===== config.mk =====
export PLATFORM = sky130hd
export DESIGN_NAME = lzss_ram
export DESIGN_NICKNAME = d
export VERILOG_FILES = /design/src/sv/lzss_ram.sv
export SDC_FILE = /design/constraint.sdc
export NUM_CORES = 2
export LEC_CHECK = 0
export ABC_AREA = 1
export BUFFER_PORTS_ARGS = -buffer_cell sky130_fd_sc_hd__buf_2
export CAP_MARGIN = 40
export CORE_MARGIN = 2
export CORE_UTILIZATION = 50
export DETAILED_ROUTE_END_ITERATION = 6
export PLACE_DENSITY = 0.76
export SYNTH_ARGS = -nofsm -noshare
export SYNTH_HDL_FRONTEND = slang
export SYNTH_SLANG_ARGS = --single-unit

===== constraint.sdc =====
create_clock -name clk -period 2.1 [get_ports clk]
set_input_delay 0.21 -clock clk [delete_from_list [all_inputs] [get_ports clk]]
set_output_delay 0.21 -clock clk [all_outputs]
set_load 0.03 [all_outputs]

===== src/sv/lzss_ram.sv =====
module lzss_ram #(
	parameter int Width = 8,
	parameter int Depth = 256
) (
	input  logic                     clk,
	input  logic                     we,
	input  logic [$clog2(Depth)-1:0] waddr,
	input  logic [Width-1:0]         wdata,
	input  logic [$clog2(Depth)-1:0] raddr,
	output logic [Width-1:0]         rdata
);
	logic [Width-1:0] mem_q [Depth];

	always_ff @(posedge clk) begin
		if (we) begin
			mem_q[waddr] <= wdata;
		end
		rdata <= mem_q[raddr];
	end
endmodule

==> impl_metrics.json <==
{
  "status": "completed",
  "min_period_ns": 2.03,
  "cts_tree": "built",
  "ys_ff_latch": 2056,
  "post_cts_buffers": 0,
  "cts.sinks": 2056,
  "finalSetupViolCount": 0,
  "num_io_pins": 34,
  "final_area_um2": 97200,
  "cp_max_fo": 23,
  "maxSlewViolCount": 0,
  "viasPerCell": 5.99,
  "critical_path.top_delay_family": "simple AND/OR/NAND/NOR gates",
  "fill_cells": 12200,
  "syn-cell-area_um2": 83400,
  "first_pass_iters": 7,
  "die_h_um": 412,
  "start_util_pct": 50.4,
  "grt_usage_pct": 27.3,
  "die-area_um2": 170000,
  "synth-async-reset-ratio_pct": 0,
  "fmax_mhz": 492,
  "tightest_slew_ns": 0.776,
  "portBuffers": 33,
  "ir_worst_vdd_v": 0.00102,
  "dieWidth_um": 412,
  "dp_hpwl_um": 145000,
  "pwr-share-clk_pct": 40.4,
  "core.rowCount": 149,
  "layout_commonest_cell": "nand2_1",
  "fin_crit_sh_pct": 96.7,
  "critical_path.most_common_cell": "nand3_1",
  "syn_to_final_growth_pct": 16.5,
  "netlist.area_leader.share_pct": 73.7,
  "cellPowerDensity_nw_per_um2": 885,
  "numCtsBuffers": 191,
  "start_kind": "input port",
  "wl_per_cell_um": 23.9,
  "layout_setup_ws_ns": 0.0686,
  "seq_area_frac_synth_pct": 73.9,
  "first_global_vias": 56600,
  "cts_hold_buf": 9,
  "cts_resized": 0,
  "crit_buf_inv": 5,
  "p_sw_share_pct": 22.4,
  "required_ns": 2.88,
  "cts_buffer_depth": 3,
  "dominantRegCellSynth": "edfxtp_1",
  "yosys_warnings": 0,
  "antenna_found_initial": 10,
  "ys_top_cells_by_area": "edfxtp_1, nand3_1, nand2_1",
  "power_leakage_nw": 34.9,
  "wirelength_um": 234000,
  "crit_arrival_ns": 2.81,
  "rsz0062_at_grt": "false",
  "cpMaxStageDelayCell": "buf_12",
  "fin_cells": 9781,
  "detail-route-antenna-nets": 0,
  "synth-edff-count": 2048,
  "r2r_slack_ns": 0.11,
  "p_int_w": 0.0668,
  "finClkSkew_ns": 0.0321,
  "dp_slack_ns": -0.699,
  "relSlewSlack_pct": 48.2,
  "grt_pass1_wl_um": 348000,
  "final_cell_mix": "nand2_1, edfxtp_1, nand3_1",
  "cap_violations": 0,
  "hold_class": "input port to flip-flop",
  "route.detailed.drc": 0,
  "setup_tns_ns": 0,
  "hold_viol": 0,
  "clk_pin_slew_ns": 0.06,
  "critical_path_class": "input port to flip-flop",
  "coreArea_um2": 165000,
  "cts_htree_levels": 4,
  "yosysUniqueCellTypes": 14,
  "grt_remaining_overflow": 0,
  "syn_avg_cell_area_um2": 11.9,
  "gp_congestion": 0.934,
  "dp.cells": 9420,
  "fin_util_pct": 58.8,
  "vias": 58600,
  "p_sw_w": 0.0192,
  "cts_root_buf": "clkbuf_16",
  "drive_gt1_share_pct": 13.0,
  "yosys.area.top_type": "edfxtp_1",
  "drt-initial-drc-count": 9040,
  "grt_max_degree": 80,
  "comb_power_share_pct": 6.9,
  "max_stage_delay_ns": 0.26,
  "placed_area_um2": 90800,
  "clk_latency_ns": 0.84,
  "syn-num-nets": 7029,
  "cp_cell_sequence": "buf_8 > buf_12 > buf_12 > buf_4 > buf_4 > nand2_1 > nand3_1 > nand3_1 > nand3_1 > nand3_1 > nand3_1 > nand3_1 > nand2_1 > nand2_1 > nand2_1",
  "pwr-share-seq_pct": 52.6,
  "endpoint_kind": "flip-flop",
  "synth_cells": 7003,
  "nNetsFinal": 7459
}
power by group through the flow:
stage | sequential (W) | combinational (W) | clock, W
2_1_floorplan | 0.0462 | 0.00279 | 0
3_3_place_gp | 0.0461 | 0.00566 | 0
3_5_place_dp | 0.0461 | 0.00578 | 0
4_1_cts | 0.0453 | 0.00585 | 0.0350
5_1_grt | 0.0453 | 0.00632 | 0.0364
6_report | 0.0453 | 0.00597 | 0.0348
registers in the layout, summed over array words and instances (netlist names):
name   count
mem_q   2048
rdata      8
layer usage:
metal / track usage (%) / vias to the layer above / wire length (µm)
li1: - / 25700 / -
met1: 36.4 / 28200 / 83900
met2: 42.7 / 3972 / 108000
met3: 5.86 / 750 / 29200
met4: 13.0 / 10 / 12400
met5: 0 / - / 57
Yosys cell counts, types with 2 or more instances:
cell type  count
nand2_1     2123
edfxtp_1    2048
nand3_1     2019
nor2_1       283
buf_2        268
clkbuf_1     112
buf_4         46
buf_1         40
inv_1         36
buf_6         16
dfxtp_1        8
inv_2          2
metrics by stage:
stage | total power (W) | hold slack, ns
6_report | 0.0860 | 0.151
5_1_grt | 0.0880 | 0.139
4_1_cts | 0.0861 | 0.0937
3_5_place_dp | 0.0519 | 0.593
3_3_place_gp | 0.0518 | 0.596
2_1_floorplan | 0.0490 | 0.309
layout make-up:
| class | count | area (µm²) | area share [%] |
|---|---|---|---|
| inverter | 39 | 180 | 0.185 |
| clock buffer | 235 | 5070 | 5.22 |
| antenna | 4 | 10.0 | 0.0103 |
| clock inverter | 113 | 1180 | 1.22 |
| tap | 2189 | 2740 | 2.82 |
| timing repair buffer | 720 | 7190 | 7.40 |
| multi-input combinational | 4425 | 19100 | 19.7 |
| sequential | 2056 | 61700 | 63.5 |
worst min-delay path, stage by stage:
cell	delay [ns]
buf_2	0.19
buf_4	0.27
nand3_1	0.12
nand2_1	0.05
nand2_1	0.05
nand2_1	0.04
logic make-up (layout without fill, tap and decap cells):
kind of cell / count (synthesis) / after routing / synth area share, %
buf+inv: 522 / 1107 / 3.12
flops: 2056 / 2056 / 73.9
other cells: 0 / 4 / 0
simple gates: 4425 / 4425 / 22.9
path summary, 6_finish.rpt:
path,from,to,depth (start not counted)
setup / recovery,raddr[0],rdata[7],15
hold / removal,raddr[6],rdata[1],6
setup reg to reg,mem_q[97][7],rdata[7],10
hold reg to reg,mem_q[152][7],rdata[7],10
Note: power is estimated with default switching activity, not from simulation.
